===== src/iewma_mul.sv =====
// ----------------------------------------------------------------------------
// iewma_mul
// shared 32x32 unsigned multiplier with registered product
// ----------------------------------------------------------------------------
module iewma_mul (
	input  logic        clk,
	input  logic [31:0] a,
	input  logic [31:0] b,
	output logic [63:0] prod
);
	logic [63:0] prod_q;

	always_ff @(posedge clk) begin
		prod_q <= 64'(a) * 64'(b);
	end

	assign prod = prod_q;
endmodule


===== config.mk =====
export PLATFORM = sky130hd
export DESIGN_NAME = iewma_mul
export DESIGN_NICKNAME = d
export VERILOG_FILES = /design/src/iewma_mul.sv
export SDC_FILE = /design/constraint.sdc
export NUM_CORES = 2
export LEC_CHECK = 0
export BUFFER_PORTS_ARGS = -buffer_cell sky130_fd_sc_hd__buf_2
export CORE_UTILIZATION = 55
export DETAILED_ROUTE_END_ITERATION = 8
export PLACE_DENSITY = 0.7
export RECOVER_POWER = 100
export SYNTH_ARGS = -nofsm -noshare
export SYNTH_HDL_FRONTEND = slang
export SYNTH_SLANG_ARGS = --single-unit

===== constraint.sdc =====
create_clock -name clk -period 10.37 [get_ports clk]
set_input_delay 2.074 -clock clk [delete_from_list [all_inputs] [get_ports clk]]
set_output_delay 2.074 -clock clk [all_outputs]
set_load 0.01 [all_outputs]

==> results.md <==
- The worst path required time is 10650 ps.
- During synthesis, Yosys emitted a total of 0 warnings.
- Yosys instantiated no cell more often than sky130_fd_sc_hd__fa_1.
- For this run, the detailed router's first-pass iteration total came to 5.
- Together, buffers and inverters on the worst path number 5.
- Port buffering added between 100 and 150 buffers.
- The hold violation total from the final report was 0.
- The all-layer global routing usage is 0.301.
- The delay of the slowest critical-path stage is 760 ps.
- The biggest fanout along the worst timing path is 32.
- The top-area cell type share of the netlist area is 0.517.
- The die boundary height is 253 um.
- The transition at the pin with the smallest max-transition slack is 1340 ps.
- Counting every net in the synthesized netlist gives 4972.
- The initial antenna violation count was 2.
- Counting the buffers created by CTS gives 9.
- The worst hold path was traced through 3 stages.
- By count the netlist is led by sky130_fd_sc_hd__fa_1, sky130_fd_sc_hd__inv_1, sky130_fd_sc_hd__and2_1.
- The clock-pin slew reported for the worst setup and hold paths after clock tree synthesis is 60 ps.
- The via count is 24900.
- The synthesized cell area is 34700 um2.
- TritonCTS built the clock tree.
- The HPWL after detailed placement is 74.1 mm.
- The number of gates resized after CTS was 0.
- During I/O placement, the number of pins put on the boundary was roughly 130.
- The iteration-0 DRC count of the detailed router is 1469.
- The max-slew violation count is 0.
- After synthesis, the share of cell area in mux cells is 0.000289.
- The type of element capturing the critical path is a register.
- The adder and majority gate portion of the synthesized area is 0.612.
- Hold is met by between 2000 and 2500 ps.
- The remaining max-slew budget at the tightest pin is 0.0837.
- Summed over all failing endpoints, the final setup total negative slack is 0 ps.
- A synthesized cell averages 9.25 um2.
- The fraction of the mapped netlist area in compound gates is 0.0415.
- The number of enable-type register cells in the synthesized netlist is 0.
- Setup repair after global routing left no endpoint under its margin.
- In this run, synthesis produced a sequential element count of 64.
- The congestion estimate from routability-driven global placement came to 0.941.
- The fmax is just over 100 MHz.
- The global-route wire length before repair is 146 mm.
- The cell with the biggest individual delay on the critical path is sky130_fd_sc_hd__o31ai_1.
- The leading area contributor after synthesis is sky130_fd_sc_hd__fa_1.
- The main combinational cell family by area after synthesis is adder cells.
- Ranked by total cell area, the synthesized netlist is headed by sky130_fd_sc_hd__fa_1, sky130_fd_sc_hd__and2_1, sky130_fd_sc_hd__ha_1.
- The area growth from synthesis to layout is 3.64%.
- Of the total synthesized cell area, the portion taken by AND, OR, NAND and NOR gates is 0.176.
- The run finished with clean final reports.
- The clock net sink count is 64.
- The maximum number of pins on one net before global-route repair is 33.
- The per-cell via count in the routed design is 5.47.
- Among the stages of the critical path, the cell type that occurs most often is sky130_fd_sc_hd__fa_1.
- The critical path launch point type is an input port.
- The register with the most flip-flops in the layout has 64 of them.
- Of the total synthesized cell area, the portion taken by XOR and XNOR cells is 0.0152.
- The number of global-route vias before repair came to 27100.
- Counting every instance in the synthesized netlist gives ~3700.
- The total placed instance area is 35800 um2.
- The register area share after synthesis is 0.0369.
- For this design, the CTS-stage hold fixing added 0 buffers.
- The initial utilization of the core area, before any placement, comes to 0.559.
- The die outline width is 253 um.
- The clock tree root buffer cell is sky130_fd_sc_hd__clkbuf_16.
- The final critical delay including setup and external delays is 9820 ps.
- The post-CTS setup-driven buffer insertion count is 0.
- The remaining number of nets flagged by the antenna check after routing is 0.
- The routed wire length is 90.6 mm.
- The path class of the tightest hold or removal check is input port to register.
- The die covers 64100 um2.
- The H-tree generated during clock tree synthesis spans 3 levels.
- The number of standard-cell rows in the floorplan is 91.
- Traced cell by cell, the critical path runs through buf_2, and2_0, fa_1, fa_1, fa_1, inv_1, fa_1, inv_1, fa_1, inv_1, fa_1, inv_1, fa_1, fa_1, ha_1, nand4_1, a2111o_1, a21o_1, a21oi_1, a31oi_1, o31ai_1, a21oi_2, a221oi_1, and4_1.
- The leftover overflow at the end of global routing is 0.
- After routing the design area is 35900 um2.
- The end-of-flow core utilization is 0.579.
- The number of buffers on the longest clock path is 2.
- The count of fill cells added during filler insertion is 5560.
- The proportion of layout cells with a drive suffix above 1 is 0.0340.
- The number of gates on the worst path with buffers counted is 24.
- For this run, the leading register cell type out of synthesis is sky130_fd_sc_hd__dfxtp_1.
- Setup violations remaining at the end of the flow were counted as 0.
- In the routed design, unresolved DRC markers number 0.
- The count of cell types in the netlist is 57.
- The placeable core region is 62100 um2.
- After synthesis, the share of flip-flops with an asynchronous set or reset is 0.
- In the final design database the tool counted 4929 nets.
- The total of max-cap violations is 0.
- The class of the most critical setup path is input port to register.
- The cell class contributing the biggest share of worst-path delay is adder cells.
- The part of the cycle the worst path needs is 0.947.
- Dividing the detail-routed wire length by the instance count gives 19.9 um.
- At the worst endpoint, the arrival time is 10100 ps.
-- through the flow --
stage          setup slack [ps]  instances
2_1_floorplan              1540       3748
3_3_place_gp                540       4531
3_5_place_dp                415       4531
4_1_cts                     726       4547
5_1_grt                     241       4547
6_report                    555       4548
-- cell families (layout without fill, tap and decap cells) --
kind of cell               count (synthesis)  in the layout
muxes                                      1              1
other                                      0              1
DFF                                       64             64
AOI/OAI and AO/OA                        202            202
and+or+nand+nor                         1177           1177
xor gates and xnor gates                  60             60
adders and majority gates               1159           1159
buffers and inverters                   1085           1047
-- final cells by class --
type	instances	area [um2]	share of cell area
Clock inverter	5	40.0	0.00111
Multi-Input combinational cell	2599	29200	0.813
Tap cell	837	1050	0.0291
Timing Repair Buffer	166	837	0.0233
Sequential cell	64	1280	0.0357
Antenna cell	1	2.50	0.0000696
Clock buffer	11	253	0.00703
Inverter	865	3250	0.0903
-- layout by cell type, fill, tap and decap left out, types with 10 or more instances in the layout --
master and n:
sky130_fd_sc_hd__and2_1 594, sky130_fd_sc_hd__buf_2 63, sky130_fd_sc_hd__o21bai_1 11, sky130_fd_sc_hd__and3_1 14
sky130_fd_sc_hd__ha_1 263, sky130_fd_sc_hd__xnor2_1 35, sky130_fd_sc_hd__xor2_1 25, sky130_fd_sc_hd__dfxtp_1 64
sky130_fd_sc_hd__fa_1 896, sky130_fd_sc_hd__nand4_1 23, sky130_fd_sc_hd__nand3_1 10, sky130_fd_sc_hd__nand2_1 480
sky130_fd_sc_hd__clkbuf_1 67, sky130_fd_sc_hd__nor2_1 20, sky130_fd_sc_hd__a31oi_1 12, sky130_fd_sc_hd__a21oi_1 64
sky130_fd_sc_hd__o21ai_0 24, sky130_fd_sc_hd__inv_1 865, sky130_fd_sc_hd__a21o_1 40, sky130_fd_sc_hd__buf_4 36
-- path summary, 6_finish.rpt --
| kind | from | end |
|---|---|---|
| hold / removal | a[0] | prod[0] |
| setup / recovery | b[6] | prod[63] |
-- metal layers --
metal | up-vias | part of all wire | wire length (um) | global-route usage
met5 | - | 0.00034 | 31 | 0
met4 | 4 | 0.059 | 5350 | 0.148
met3 | 247 | 0.059 | 5340 | 0.0360
met2 | 948 | 0.52 | 46800 | 0.536
met1 | 12900 | 0.37 | 33100 | 0.359
li1 | 10800 | - | - | -
Power is not shown: default switching activity piles up to over one toggle a cycle in this logic, so the estimate is an artifact.
