--- src/iewma_pkg.sv ---
// ----------------------------------------------------------------------------
// iewma_pkg
// shared constants, types and codes of the irregular ewma mean/std unit
// ----------------------------------------------------------------------------
package iewma_pkg;

	localparam int MAX_VALUES = 256;
	localparam int COL_W      = (MAX_VALUES > 1) ? $clog2(MAX_VALUES) : 1;
	localparam int N_W        = ($clog2(MAX_VALUES + 1) > 9) ? $clog2(MAX_VALUES + 1) : 9;

	// register file
	localparam int ADDR_W   = 3;
	localparam int RATE_W   = 32;
	localparam int COLS_W   = 9;
	localparam logic REG_DECAY_RATE = 1'b0;
	localparam logic REG_COLUMNS    = 1'b1;
	localparam logic [RATE_W-1:0] RATE_RESET = 32'hFFFF_FFFF;
	localparam logic [COLS_W-1:0] COLS_RESET = 9'd1;

	// fixed point constants
	localparam logic [31:0] LN2_Q31    = 32'd1488522236;
	localparam logic [31:0] ONE_Q31    = 32'h8000_0000;
	localparam logic [47:0] WEIGHT_MAX = 48'hFFFF_FFFF_FFFF;
	localparam logic [47:0] WEIGHT_ONE = 48'h0000_0001_0000;
	localparam int          EXP_TERMS  = 12;

	// shared divide / square root unit
	localparam int NUM_W = 80;
	localparam int DEN_W = 48;
	localparam int REM_W = 49;
	localparam int CNT_W = 7;
	localparam logic [CNT_W-1:0] CNT_DIV_FULL = 7'd80;
	localparam logic [CNT_W-1:0] CNT_DIV_WORD = 7'd32;
	localparam logic [CNT_W-1:0] CNT_SQRT     = 7'd32;

	typedef enum logic {
		ITER_DIV,
		ITER_SQRT
	} iter_mode_t;

	typedef struct packed {
		logic             start;
		iter_mode_t       mode;
		logic [CNT_W-1:0] count;
	} iter_req_t;

	typedef enum logic [4:0] {
		ST_IDLE,
		ST_E_MUL,
		ST_E_Y,
		ST_E_T,
		ST_E_TM,
		ST_E_TD,
		ST_E_TW,
		ST_E_L,
		ST_W_HI,
		ST_W_LO,
		ST_W_ADD,
		ST_S_HI,
		ST_S_LO,
		ST_S_ADD,
		ST_M_DIV,
		ST_M_WAIT,
		ST_Q_HI,
		ST_Q_LO,
		ST_Q_XX,
		ST_Q_ADD,
		ST_V_DIV,
		ST_V_WAIT,
		ST_R_SQ,
		ST_R_WAIT
	} seq_state_t;

endpackage

--- src/iewma_iter.sv ---
// ----------------------------------------------------------------------------
// iewma_iter
// shared iterative unit: restoring divide or square root, one digit a cycle
// ----------------------------------------------------------------------------
module iewma_iter (
	input  logic                       clk,
	input  logic                       arst_n,
	input  iewma_pkg::iter_req_t       req,
	input  logic [iewma_pkg::NUM_W-1:0] num,
	input  logic [iewma_pkg::DEN_W-1:0] den,
	output logic                       busy,
	output logic [iewma_pkg::NUM_W-1:0] quo
);
	logic [iewma_pkg::NUM_W-1:0] num_q;
	logic [iewma_pkg::DEN_W-1:0] den_q;
	logic [iewma_pkg::REM_W-1:0] rem_q;
	logic [iewma_pkg::NUM_W-1:0] quo_q;
	logic [iewma_pkg::CNT_W-1:0] cnt_q;
	iewma_pkg::iter_mode_t       mode_q;

	logic [iewma_pkg::REM_W-1:0] sh;
	logic [iewma_pkg::REM_W-1:0] trial;
	logic                        ge;

	always_comb begin
		if (mode_q == iewma_pkg::ITER_SQRT) begin
			sh    = {rem_q[iewma_pkg::REM_W-3:0], num_q[iewma_pkg::NUM_W-1 -: 2]};
			trial = {15'd0, quo_q[31:0], 2'b01};
		end else begin
			sh    = {rem_q[iewma_pkg::REM_W-2:0], num_q[iewma_pkg::NUM_W-1]};
			trial = {1'b0, den_q};
		end
		ge = (sh >= trial);
	end

	always_ff @(posedge clk or negedge arst_n) begin
		if (!arst_n) begin
			cnt_q <= '0;
		end else if (req.start) begin
			cnt_q <= req.count;
		end else if (busy) begin
			cnt_q <= cnt_q - 1'b1;
		end
	end

	always_ff @(posedge clk) begin
		if (req.start) begin
			num_q  <= num;
			den_q  <= den;
			rem_q  <= '0;
			quo_q  <= '0;
			mode_q <= req.mode;
		end else if (busy) begin
			rem_q <= ge ? (sh - trial) : sh;
			quo_q <= {quo_q[iewma_pkg::NUM_W-2:0], ge};
			if (mode_q == iewma_pkg::ITER_SQRT) begin
				num_q <= {num_q[iewma_pkg::NUM_W-3:0], 2'b00};
			end else begin
				num_q <= {num_q[iewma_pkg::NUM_W-2:0], 1'b0};
			end
		end
	end

	assign busy = (cnt_q != '0);
	assign quo  = quo_q;
endmodule

--- config.mk ---
export PLATFORM = sky130hd
export DESIGN_NAME = iewma_iter
export DESIGN_NICKNAME = d
export VERILOG_FILES = /design/src/iewma_pkg.sv /design/src/iewma_iter.sv
export SDC_FILE = /design/constraint.sdc
export NUM_CORES = 1
export LEC_CHECK = 0
export ABC_AREA = 1
export BUFFER_PORTS_ARGS = -buffer_cell sky130_fd_sc_hd__buf_2
export CAP_MARGIN = 5
export CORE_MARGIN = 2
export CORE_UTILIZATION = 63
export CTS_CLUSTER_SIZE = 20
export DETAILED_ROUTE_END_ITERATION = 16
export GPL_TIMING_DRIVEN = 0
export PLACE_DENSITY = 0.95
export SETUP_SLACK_MARGIN = 0.4
export SLEW_MARGIN = 30
export SYNTH_ARGS = -nofsm -noshare
export SYNTH_HDL_FRONTEND = slang
export SYNTH_SLANG_ARGS = --single-unit
--- constraint.sdc ---
create_clock -name clk -period 11 [get_ports clk]
set_input_delay 1.65 -clock clk [delete_from_list [all_inputs] [get_ports clk]]
set_output_delay 1.65 -clock clk [all_outputs]
set_load 0.02 [all_outputs]
==> results.cfg <==
[setup_path]
cp.arrival_ps = 5140
critPathMaxFanout = 10
cp_data_required_time_ps = 11440
critPathKind = reg2reg
startpoint_type = flip-flop
cp_slowest_cell = buf_1
slowest_delay_ps = 680
cp_common_cell = nand2_1
reg2reg_slack_ps = 6290
path_cells = clkbuf_1 -> buf_1 -> clkbuf_1 -> o21ai_0 -> ha_1 -> nand2_1 -> nor2_2 -> nand3_1 -> nand3b_4 -> nand2_1 -> nand2_2 -> nand2_1 -> nand3_2 -> buf_6 -> buf_6 -> nand2_1 -> nand3_1 -> nand2_1
cp-end-kind = flip-flop

[drt]
drc = 0
drtIter0Drc = 2285
ant_nets = 0
avgRoutedWirePerCell_um = 19.6
num_vias = 16700
via_per_inst = 5.93
wl_mm = 55.2
firstDrtPassIters = 6

[cts]
clock_sinks = 264
cts_buffers = 27
path_clk_slew_ps = 60
clk_latency_ps = 550
clk_root_buffer_cell = clkbuf_16
cts_tree = done
cts_setup_buffers = 0
ctsResizeCount = 0
htree_levels = 1
hold_buffers = 0
cts.path.max_buffers = 3

[finish]
final_cell_mix = 786 x nand2_1, 310 x inv_1, 228 x buf_2, 191 x a21oi_1, 170 x nor2_1
drive_above_1_share_pct = 13.5
finalInstanceArea_sq_um = 18000
synthToLayoutAreaGrowth_pct = 15.6
layout.cells.non_filler = 2822
nNetsFinal = 2664
fillCellCount = 1766
final_common_cell = nand2_1

[global_route]
grt_pass1_wl_mm = 83.8
antenna_found_initial = 2
grt_max_degree = 51
grt_remaining_overflow = 0
grt_pass1_vias = 15800
groute.usage.overall_pct = 41.3

[sta]
clock_skew_ps = 15.2
setup_viol = 0
slew_headroom_pct = 29.5
rsz0062_at_grt = no
finalCritPeriodShare_pct = 42.8
period_minus_slack_ps = 4710
tns_ps = 0
slew_viol_final = 0
setup_ws_ps = 6290
worst_slew_pin_slew_ps = 1050
max_freq_mhz = 212
finalHoldViolations = 0

[synth]
synth_warnings = 0
synth_cells = 2226
yosys_register_bits = 264
synth_area_leaders = edfxtp_1 25%, nand2_1 19%, dfxtp_1 16%, inv_1 7.5%, a21oi_1 6.1%
ys_seq_area_share_pct = 42.5
syn_avg_cell_area_sq_um = 7.00
synth_fp_nets = 2415
synth_area_sq_um = 15600
yosys.area.top_type_share_pct = 24.9
synth_largest_area_cell = edfxtp_1
yosys.cell_types.count = 40

[placed_design]
dp.cells = 2770
dp_hpwl_mm = 39.2
portBuffers = 219
postPlaceCellArea_sq_um = 17100
pre_cts_slack_ps = 6510
gp_congestion = 1.04

[hold_path]
hold_path.class = reg2reg

[floorplanning]
row_count = 57
die_x_um = 161
start_util_pct = 64.0
die_h_um = 161
die_area_sq_um = 26000
ios = 220
design.core.area_sq_um = 24300

[power_and_ir_drop]
power_density_nw_per_um2 = 227
power.leakage_uw = 0.00896
vdd_drop_max_mv = 0.208

[job]
maxCapViolations = 0

[status]
outcome = complete, no violations
==> logic make-up after synthesis <==
| family | after synthesis | synth area share (%) |
|---|---|---|
| simple gates | 1107 | 28.9 |
| buf+inv | 411 | 10.3 |
| compound gates | 365 | 12.6 |
| flops | 264 | 42.5 |
| fa+ha+maj | 50 | 4.07 |
| xor+xnor | 28 | 1.57 |
| mux | 1 | 0.0643 |
==> worst paths after layout <==
check	from	endpoint	cells after the start
setup / recovery	mode_q$_DFFE_PP_	rem_q[27]$_SDFFE_PP0P_	18
setup reg to reg	mode_q$_DFFE_PP_	rem_q[27]$_SDFFE_PP0P_	18
hold / removal	rem_q[44]$_SDFFE_PP0P_	rem_q[44]$_SDFFE_PP0P_	2
max in group asynchronous	arst_n	cnt_q[6]$_DFFE_PN0P_	1
hold reg to reg	rem_q[44]$_SDFFE_PP0P_	rem_q[44]$_SDFFE_PP0P_	2
min in group asynchronous	arst_n	cnt_q[2]$_DFFE_PN0P_	1
==> power breakdown <==
part	switching [uW]	internal, uW
sequential	84.0	1170
combinational	1280	611
clock	418	527
==> flip-flops by register name, indices dropped and copies added (netlist names) <==
name / count
mode_q: 1
rem_q: 48
cnt_q: 7
den_q: 48
quo: 80
num_q: 80
==> metal layers <==
| layer | track usage [%] | vias to the layer above | part of all wire [%] |
|---|---|---|---|
| li1 | - | 7612 | - |
| met1 | 50.9 | 7586 | 36 |
| met2 | 69.1 | 1272 | 46 |
| met3 | 9.45 | 257 | 13 |
| met4 | 19.2 | 0 | 5.6 |
| met5 | 0 | - | 0 |
==> synth_stat cells <==
master	instances
buf_1	12
inv_2	12
nand2_4	1
and2_1	2
nand3b_1	8
ha_1	49
o21a_1	1
fa_1	1
nor4_1	1
nand3b_4	1
buf_6	5
mux2i_1	1
dfrtp_1	7
xnor2_1	21
buf_12	1
a21o_1	1
nor2_2	6
nor3_1	10
inv_1	310
buf_2	10
a21oi_1	191
xor2_1	7
a21oi_2	1
nor2_1	170
or2_2	19
nand4_1	11
nand2_2	6
edfxtp_1	129
nand3_1	74
o22ai_1	78
o211ai_1	2
o21bai_1	5
clkbuf_1	61
o21ai_0	82
a22o_1	2
nand2_1	786
a22oi_1	1
nand3_2	12
dfxtp_1	128
o21ai_1	1
==> layout make-up <==
class | instances | area, sq um | area share [%]
multi-input combinational | 1551 | 7350 | 40.9
sequential | 264 | 6610 | 36.7
inverter | 322 | 1210 | 6.72
timing repair buffer | 220 | 1120 | 6.22
clock buffer | 33 | 738 | 4.10
tap | 324 | 405 | 2.25
buffer | 89 | 404 | 2.25
clock inverter | 17 | 151 | 0.841
antenna | 2 | 5.00 | 0.0278
==> through the flow <==
stage	hold slack [ps]	util (%)	total power [uW]
floorplan	426	-	2540
global placement	440	70.2	3020
detailed placement	444	70.3	3060
CTS	457	74.0	4010
global route	472	74.0	4300
finish	459	74.0	4090
==> critical path, delay by kind of cell, from the launching register on <==
kind	cells	cell delay [ps]
flip-flops	1	460
buffers and inverters	5	2000
AO/OA/AOI/OAI	1	370
adder cells (fa/ha/maj)	1	460
AND/OR/NAND/NOR	11	1300
Note: power is estimated with default switching activity, not from simulation.
